## src/rtl/core/cpas_pkg.sv

```systemverilog
// ----------------------------------------------------------------------------
// cpas_pkg
// Item types, request codes, controller states and helpers shared by the
// chunk availability scheduler and its checker.
// ----------------------------------------------------------------------------
package cpas_pkg;

  // Request item as it arrives on the request channel.
  typedef struct packed {
    logic [2:0]  req_type;
    logic [2:0]  channel;
    logic [31:0] msg_file_tag;
    logic [31:0] chunk_bits;
    logic [7:0]  chunk_index;
    logic [7:0]  active_mask;
  } req_t;

  // Result item, one for every request item.
  typedef struct packed {
    logic        accepted;
    logic        reply_bitfield;
    logic [7:0]  bitfield_due_mask;
    logic        found;
    logic [4:0]  chosen_chunk;
    logic [2:0]  chosen_channel;
    logic        all_done;
    logic [5:0]  chunks_held;
  } res_t;

  // Request codes.
  localparam logic [2:0] REQ_BITFIELD = 3'd0;
  localparam logic [2:0] REQ_HAVE     = 3'd1;
  localparam logic [2:0] REQ_STATUS   = 3'd2;
  localparam logic [2:0] REQ_DONE     = 3'd3;
  localparam logic [2:0] REQ_SELECT   = 3'd4;

  // Controller states.
  typedef enum logic [2:0] {
    ST_IDLE,
    ST_EXEC,
    ST_COUNT,
    ST_HMOD,
    ST_SCAN,
    ST_HOLD
  } state_t;

  // Number of set bits in one byte.
  function automatic logic [3:0] popcount8(input logic [7:0] v);
    logic [3:0] n;
    n = 4'd0;
    for (int i = 0; i < 8; i++) begin
      n = n + 4'(v[i]);
    end
    return n;
  endfunction

endpackage

```

## src/rtl/core/chunk_peer_availability_scheduler_top.sv

```systemverilog
// ----------------------------------------------------------------------------
// chunk_peer_availability_scheduler_top
// Chunk availability table with least-loaded peer selection.
// ----------------------------------------------------------------------------
// Usage:
//   Requests enter on req_valid/req_ready with a req_t item; every request
//   gives exactly one res_t item on res_valid/res_ready. The file tag is
//   written through cfg_we/cfg_wdata; the user writes it only while the
//   block is idle, which the block itself does not enforce. The block works
//   on one item at a time. Status, local done and refused requests finish
//   straight from the decode state; a have reads its peer row and then
//   updates it; an accepted bitfield has its chunk count summed one byte a
//   cycle; a select reads one peer row a cycle from the row memory. The
//   next item is taken once the result is loaded into the output register.
//   Peer rows and their chunk counts live in a synchronous memory; a row
//   valid flag per channel makes a cleared or never written row read as zero.
//   Reset clears all maps, the done count, the file tag and the row valid
//   flags at once, with no clearing pass.
//   A stalled receiver holds the result in the output register; the block
//   still takes and works on one more item, then waits until the output
//   register is free.
// ----------------------------------------------------------------------------
module chunk_peer_availability_scheduler_top import cpas_pkg::*; #(
  parameter int CHUNK_COUNT   = 32,
  parameter int CHANNEL_COUNT = 8
) (
  input  logic        clk,
  input  logic        rst,
  input  logic        req_valid,
  output logic        req_ready,
  input  req_t        req_item,
  output logic        res_valid,
  input  logic        res_ready,
  output res_t        res_item,
  input  logic        cfg_we,
  input  logic [31:0] cfg_wdata
);

  localparam int CW    = $clog2(CHUNK_COUNT + 1);
  localparam int CIW   = (CHUNK_COUNT > 1) ? $clog2(CHUNK_COUNT) : 1;
  localparam int CH_AW = (CHANNEL_COUNT > 1) ? $clog2(CHANNEL_COUNT) : 1;
  localparam int CH_CW = $clog2(CHANNEL_COUNT + 1);
  localparam int BFW   = (CHUNK_COUNT < 32) ? CHUNK_COUNT : 32;
  localparam int MW    = CW + CHUNK_COUNT;

  // Index of the single set bit of a one-hot chunk vector.
  function automatic logic [CIW-1:0] onehot_index(input logic [CHUNK_COUNT-1:0] v);
    logic [CIW-1:0] idx;
    idx = '0;
    for (int i = 0; i < CHUNK_COUNT; i++) begin
      if (v[i]) begin
        idx = idx | CIW'(i);
      end
    end
    return idx;
  endfunction

  state_t state, state_next;

  // Control state.
  logic [31:0]              file_tag;
  logic [CHUNK_COUNT-1:0]   own;
  logic [CW-1:0]            done_count;
  logic [CHANNEL_COUNT-1:0] known;
  logic [CHANNEL_COUNT-1:0] sent;
  logic [CHANNEL_COUNT-1:0] link_active;
  logic [CHANNEL_COUNT-1:0] row_valid;
  logic [1:0]               cnt_step;
  logic [CH_CW-1:0]         scan_addr;
  logic                     rd_pend;
  logic                     best_found;

  // Payload registers.
  req_t                     req_r;
  logic [31:0]              bf_bits;
  logic [CW-1:0]            cnt_acc;
  logic [CH_AW-1:0]         rd_ch;
  logic [CHUNK_COUNT-1:0]   best_iso;
  logic [CW-1:0]            best_cnt;
  logic [CH_AW-1:0]         best_ch;
  res_t                     res_hold;

  // Row memory: chunk count above the chunk row, one entry per channel.
  logic [MW-1:0]            mem [CHANNEL_COUNT];
  logic [MW-1:0]            rd_data;
  logic [CH_AW-1:0]         rd_addr;
  logic                     mem_we;
  logic [MW-1:0]            mem_wdata;

  // Decoded request fields.
  logic [CH_AW-1:0]         ch_addr;
  logic                     ch_ok;
  logic                     idx_ok;
  logic [CHUNK_COUNT-1:0]   chunk_bit;

  // Per-operation terms.
  logic [CHANNEL_COUNT-1:0] st_act, st_clr, st_known, st_sent1, st_due;
  logic                     st_acc;
  logic                     ld_hit;
  logic [CW-1:0]            done_after;
  logic [3:0]               bf_pop;
  logic [CW-1:0]            bf_total;
  logic [CHUNK_COUNT-1:0]   h_row;
  logic [CW-1:0]            h_cnt;
  logic                     h_hit;
  logic [CHUNK_COUNT-1:0]   sel_row, sel_miss, sel_iso;
  logic [CW-1:0]            sel_cnt;
  logic                     sel_better;
  logic                     scan_done;
  logic                     fin;
  res_t                     fin_res;
  logic                     out_free;

  assign req_ready = (state == ST_IDLE);
  assign out_free  = !res_valid || res_ready;

  assign ch_addr   = CH_AW'(req_r.channel);
  assign ch_ok     = int'(req_r.channel) < CHANNEL_COUNT;
  assign idx_ok    = int'(req_r.chunk_index) < CHUNK_COUNT;
  assign chunk_bit = CHUNK_COUNT'(1) << req_r.chunk_index;

  // Channel status update: drop inactive channels, find who still needs ours.
  assign st_act   = CHANNEL_COUNT'(req_r.active_mask);
  assign st_clr   = ~st_act & (known | sent);
  assign st_known = known & ~st_clr;
  assign st_sent1 = sent & ~st_clr;
  assign st_due   = st_act & ~st_sent1;
  assign st_acc   = (st_act != link_active) || (st_clr != '0) || (st_due != '0);

  // Local completion.
  assign ld_hit     = idx_ok && ((own & chunk_bit) == '0);
  assign done_after = (state == ST_EXEC && req_r.req_type == REQ_DONE && ld_hit) ?
                      done_count + CW'(1) : done_count;

  // Bitfield chunk count, one byte a cycle.
  assign bf_pop   = popcount8(bf_bits[{cnt_step, 3'b000} +: 8]);
  assign bf_total = cnt_acc + CW'(bf_pop);

  // Have: the row read back, with a cleared row taken as zero.
  assign h_row = row_valid[ch_addr] ? rd_data[CHUNK_COUNT-1:0] : '0;
  assign h_cnt = row_valid[ch_addr] ? rd_data[MW-1:CHUNK_COUNT] : '0;
  assign h_hit = (h_row & chunk_bit) == '0;

  // Select: the lowest missing chunk of this peer as an isolated bit. A lower
  // isolated bit means a lower chunk; on the same chunk the smaller count wins
  // and a tie keeps the earlier channel.
  assign sel_row    = row_valid[rd_ch] ? rd_data[CHUNK_COUNT-1:0] : '0;
  assign sel_cnt    = row_valid[rd_ch] ? rd_data[MW-1:CHUNK_COUNT] : '0;
  assign sel_miss   = sel_row & ~own;
  assign sel_iso    = sel_miss & (~sel_miss + CHUNK_COUNT'(1));
  assign sel_better = rd_pend && link_active[rd_ch] && known[rd_ch] && (sel_miss != '0) &&
                      (!best_found || (sel_iso < best_iso) ||
                       ((sel_iso == best_iso) && (sel_cnt < best_cnt)));
  assign scan_done  = (scan_addr == CH_CW'(CHANNEL_COUNT));

  // State register.
  always_ff @(posedge clk) begin
    if (rst) begin
      state <= ST_IDLE;
    end else begin
      state <= state_next;
    end
  end

  // Next state, memory access and the finished result.
  always_comb begin
    state_next = state;
    rd_addr    = ch_addr;
    mem_we     = 1'b0;
    mem_wdata  = '0;
    fin        = 1'b0;
    fin_res    = '0;
    fin_res.all_done    = (done_after >= CW'(CHUNK_COUNT));
    fin_res.chunks_held = 6'(done_after);
    case (state)
      ST_IDLE: begin
        if (req_valid) begin
          state_next = ST_EXEC;
        end
      end
      ST_EXEC: begin
        case (req_r.req_type)
          REQ_BITFIELD: begin
            if (ch_ok && (req_r.msg_file_tag == file_tag) && !known[ch_addr]) begin
              state_next = ST_COUNT;
            end else begin
              fin = 1'b1;
            end
          end
          REQ_HAVE: begin
            if (ch_ok && idx_ok) begin
              state_next = ST_HMOD;
            end else begin
              fin = 1'b1;
            end
          end
          REQ_STATUS: begin
            fin = 1'b1;
            fin_res.accepted          = st_acc;
            fin_res.bitfield_due_mask = 8'(st_due);
          end
          REQ_DONE: begin
            fin = 1'b1;
            fin_res.accepted = ld_hit;
          end
          REQ_SELECT: begin
            if (done_count < CW'(CHUNK_COUNT)) begin
              state_next = ST_SCAN;
            end else begin
              fin = 1'b1;
            end
          end
          default: begin
            fin = 1'b1;
          end
        endcase
      end
      ST_COUNT: begin
        if (cnt_step == 2'd3) begin
          mem_we    = 1'b1;
          mem_wdata = {bf_total, CHUNK_COUNT'(bf_bits)};
          fin       = 1'b1;
          fin_res.accepted       = 1'b1;
          fin_res.reply_bitfield = 1'b1;
        end
      end
      ST_HMOD: begin
        fin = 1'b1;
        if (h_hit) begin
          mem_we    = 1'b1;
          mem_wdata = {h_cnt + CW'(1), h_row | chunk_bit};
          fin_res.accepted = 1'b1;
        end
      end
      ST_SCAN: begin
        rd_addr = scan_addr[CH_AW-1:0];
        if (scan_done && !rd_pend) begin
          fin = 1'b1;
          fin_res.found = best_found;
          if (best_found) begin
            fin_res.chosen_chunk   = 5'(onehot_index(best_iso));
            fin_res.chosen_channel = 3'(best_ch);
          end
        end
      end
      ST_HOLD: begin
        if (out_free) begin
          state_next = ST_IDLE;
        end
      end
      default: begin
        state_next = ST_IDLE;
      end
    endcase
    if (fin) begin
      state_next = ST_HOLD;
    end
  end

  // Row memory with a registered read.
  always_ff @(posedge clk) begin
    if (mem_we) begin
      mem[ch_addr] <= mem_wdata;
    end
    rd_data <= mem[rd_addr];
  end

  // Control state updates.
  always_ff @(posedge clk) begin
    if (rst) begin
      file_tag    <= '0;
      own         <= '0;
      done_count  <= '0;
      known       <= '0;
      sent        <= '0;
      link_active <= '0;
      row_valid   <= '0;
      cnt_step    <= '0;
      scan_addr   <= '0;
      rd_pend     <= 1'b0;
      best_found  <= 1'b0;
      res_valid   <= 1'b0;
    end else begin
      if (cfg_we) begin
        file_tag <= cfg_wdata;
      end
      if (state == ST_HOLD && out_free) begin
        res_valid <= 1'b1;
      end else if (res_ready) begin
        res_valid <= 1'b0;
      end
      case (state)
        ST_IDLE: begin
          cnt_step   <= '0;
          scan_addr  <= '0;
          rd_pend    <= 1'b0;
          best_found <= 1'b0;
        end
        ST_EXEC: begin
          if (req_r.req_type == REQ_STATUS) begin
            link_active <= st_act;
            known       <= st_known;
            sent        <= st_sent1 | st_due;
            row_valid   <= row_valid & ~st_clr;
          end
          if (req_r.req_type == REQ_DONE && ld_hit) begin
            own        <= own | chunk_bit;
            done_count <= done_after;
          end
        end
        ST_COUNT: begin
          cnt_step <= cnt_step + 2'd1;
          if (cnt_step == 2'd3) begin
            known[ch_addr]     <= 1'b1;
            sent[ch_addr]      <= 1'b1;
            row_valid[ch_addr] <= 1'b1;
          end
        end
        ST_HMOD: begin
          if (h_hit) begin
            row_valid[ch_addr] <= 1'b1;
          end
        end
        ST_SCAN: begin
          if (!scan_done) begin
            scan_addr <= scan_addr + CH_CW'(1);
            rd_pend   <= 1'b1;
          end else begin
            rd_pend <= 1'b0;
          end
          if (sel_better) begin
            best_found <= 1'b1;
          end
        end
        default: begin
        end
      endcase
    end
  end

  // Payload registers.
  always_ff @(posedge clk) begin
    if (state == ST_IDLE && req_valid) begin
      req_r   <= req_item;
      bf_bits <= 32'(BFW'(req_item.chunk_bits));
      cnt_acc <= '0;
    end
    if (state == ST_COUNT) begin
      cnt_acc <= bf_total;
    end
    if (state == ST_SCAN) begin
      rd_ch <= scan_addr[CH_AW-1:0];
      if (sel_better) begin
        best_iso <= sel_iso;
        best_cnt <= sel_cnt;
        best_ch  <= rd_ch;
      end
    end
    if (fin) begin
      res_hold <= fin_res;
    end
    if (state == ST_HOLD && out_free) begin
      res_item <= res_hold;
    end
  end

endmodule

```

## config.mk

```make
export PLATFORM = sky130hd
export DESIGN_NAME = chunk_peer_availability_scheduler_top
export DESIGN_NICKNAME = d
export VERILOG_FILES = /design/src/rtl/core/cpas_pkg.sv /design/src/rtl/core/chunk_peer_availability_scheduler_top.sv
export SDC_FILE = /design/constraint.sdc
export NUM_CORES = 1
export LEC_CHECK = 0
export BUFFER_PORTS_ARGS = -buffer_cell sky130_fd_sc_hd__buf_2
export CAP_MARGIN = 20
export CORE_MARGIN = 5
export CORE_UTILIZATION = 30
export DETAILED_ROUTE_END_ITERATION = 16
export GPL_ROUTABILITY_DRIVEN = 0
export GPL_TIMING_DRIVEN = 0
export PLACE_DENSITY = 0.42
export SLEW_MARGIN = 20
export SYNTH_ARGS = -nofsm -noshare
export SYNTH_HDL_FRONTEND = slang
export SYNTH_SLANG_ARGS = --single-unit
```

## constraint.sdc

```tcl
create_clock -name clk -period 7.1 [get_ports clk]
set_input_delay 1.775 -clock clk [delete_from_list [all_inputs] [get_ports clk]]
set_output_delay 1.775 -clock clk [all_outputs]
set_load 0.05 [all_outputs]
```

==> results_dict.tcl <==
set metrics [dict create \
    clock_skew_ns 0.0292 \
    grt_util_all_layers_pct 18.6 \
    power_mw 11.8 \
    netlist_instances 2402 \
    ys_types 67 \
    area_delta_synth_final_pct 19.9 \
    cts_sinks 644 \
    critPathArrivalTime_ns 5.87 \
    p_per_area_nw_per_um2 359 \
    grt_overflow_total 0 \
    crit_required_ns 7.42 \
    syn_area_per_cell_um2 11.5 \
    combPwrFrac_pct 24.9 \
    final_cell_mix "492 x edfxtp_1, 456 x nand2_1, 216 x nand3_1" \
    clockPowerShare_pct 33.1 \
    cts_buffer_depth 3 \
    io_pins 151 \
    setup.worst_path.start_class "flop" \
    crit_type "reg -> reg" \
    maxSlewHeadroom_pct 25.4 \
    drt_iter0_drc 1775 \
    seq_power_share_pct 42.0 \
    grt_max_degree 36 \
    grt_pass1_vias 19800 \
    ys_async_sr_fraction_pct 0 \
    setup_viol 0 \
    switchingPower_mw 4.06 \
    fin_crit_sh_pct 78.1 \
    synth_edf_count 492 \
    grt_pass1_wl_um 136000 \
    routed_wl_um 93300 \
    port_buffers 149 \
    vias_per_cell 5.12 \
    postCtsSetupBuffers 0 \
    layout-drive-gt1-share_pct 12.9 \
    rsz0062_at_grt "no" \
    synth_area_um2 27500 \
    ys_ff_latch 644 \
    clock_latency_ns 0.63 \
    dieArea_um2 97900 \
    end_kind "flop" \
    hold_viol_final 0 \
    die_w_um 313 \
    placed_area_um2 30500 \
    max_freq_mhz 180 \
    synth-seq-area-share_pct 64.8 \
    dp_hpwl_um 69400 \
    dr.pass1.iters 5 \
    via_count 20000 \
    maxSlewViolCount 0 \
    period_needed_ns 5.55 \
    clkTransAtPathRegs_ns 0.06 \
    status "finished clean" \
    syn_nets 2578 \
    cts_tree "done" \
    p_leak_nw 11.6 \
    power.share.switching_pct 34.3 \
    cts_max_level 3 \
    drc 0 \
    tightest_slew_ns 1.12 \
    stdcell_area_um2 33000 \
    cts_buffers 76 \
    start_util_pct 30.1 \
    yosysWarnings 0 \
    antenna_found_initial 3 \
    fp-row-count 111 \
    p_int_mw 7.79 \
    coreArea_um2 91400 \
    cp_max_fo 22 \
    wl_per_cell_um 23.9 \
    postCtsHoldBufs 0 \
    ctsResizeCount 0 \
    synthFlopType "edfxtp_1" \
    clockRootBuffer "clkbuf_16" \
    ant_nets 0 \
    min_path_type "reg -> reg" \
    cap_viol_max_count 0 \
    die_h_um 313 \
    peakVddDrop_uv 165 \
    layout_commonest_cell "edfxtp_1" \
    final_nets 2828 \
]
==> synth_stat cells (all sizes together), types with 14 or more instances <==
cell type  instances  area [um^2]
mux4              17          383
edfxtp           492        14800
buf               21         88.8
a41oi             20          183
nor4              30          188
mux2i             47          470
o22ai             19          119
and2              14         87.6
nand2            456         1710
nor2b             27          169
xnor2             36          315
nand2b            32          208
ha                48          601
inv               84          315
nor2             140          526
nand4             19          119
dfxtp            152         3040
nand3            217         1100
a31oi             16          100
clkbuf           103          387
a21oi            101          505
nor3              43          215
o21ai             98          490
==> area by class of cell <==
cell class	instances	area (um^2)
plain buffers	124	475
well taps	1186	1480
multi-input cells	1547	9040
repair buffers	172	1340
diodes	2	5.00
inverters	87	327
fillers	8956	58400
flip-flops and latches	644	17800
clock buffers	100	2140
clock inverters	39	368
==> layer usage <==
layer	GRT usage, %	share of wire [%]	up-vias
met3	2.55	5.4	137
met5	0	0	-
met4	5.61	2.7	0
met2	30.1	46	645
li1	-	-	9208
met1	26.3	46	9999
==> cells by family after synthesis <==
logic type | Yosys count | share of synthesized area [%]
xor gates and xnor gates | 44 | 1.40
adders and majority gates | 53 | 2.55
and+or+nand+nor | 1048 | 17.6
DFF | 644 | 64.8
muxes | 72 | 3.43
AOI/OAI and AO/OA | 330 | 7.37
buffers and inverters | 211 | 2.91
==> power by group through the flow <==
stage | Combinational (mW) | Clock [mW] | Sequential (mW)
6_report | 2.95 | 3.92 | 4.98
5_1_grt | 3.25 | 4.19 | 5.00
4_1_cts | 2.97 | 4.02 | 4.96
3_5_place_dp | 2.96 | 0 | 5.04
3_3_place_gp | 2.86 | 0 | 5.07
2_1_floorplan | 1.82 | 0 | 4.81
==> critical path, stage by stage (launching register included) <==
cell      delay, ns
edfxtp_1       0.37
clkbuf_1       0.47
mux4_2         0.39
mux2_2         0.22
nand2_1        0.16
or3_1          0.39
clkbuf_1       0.19
nor4b_1        0.63
ha_1           0.21
nand3_1        0.12
nor4_1         0.73
o21ai_0        0.20
nor3_1         0.17
o31ai_1        0.13
a31oi_4        0.44
buf_8          0.22
buf_16         0.18
==> worst paths after layout <==
kind | slack (ns) | start | endpoint | depth (start not counted)
hold reg to reg | 0.41 | res_hold[10] | res_item[10] | 0
setup reg to reg | 1.55 | rd_ch[0] | best_iso[8] | 16
hold / removal | 0.41 | res_hold[10] | res_item[10] | 0
setup / recovery | 1.55 | rd_ch[0] | best_iso[8] | 16
==> sequential cells by signal (all words and copies together) (netlist names), 32 cells and up <==
| name | flops |
|---|---|
| req_r | 43 |
| own | 32 |
| rd_data | 38 |
| best_iso | 32 |
| file_tag | 32 |
| bf_bits | 32 |
| mem | 304 |
==> per-stage QoR <==
stage                     TNS, ns  std cells  hold WS (ns)  setup WS (ns)  utilization [%]
final                           0       3901         0.412           1.55             36.1
after global routing            0       3900         0.410           1.09             36.1
after CTS                       0       3898         0.407           1.48             36.1
after detailed placement        0       3759         0.406           1.50             33.3
after global placement    -205.00       3737         0.402          -1.05             32.6
after floorplan                 0       2402         0.400           1.14                -
Power figures use the tool's default switching activity.
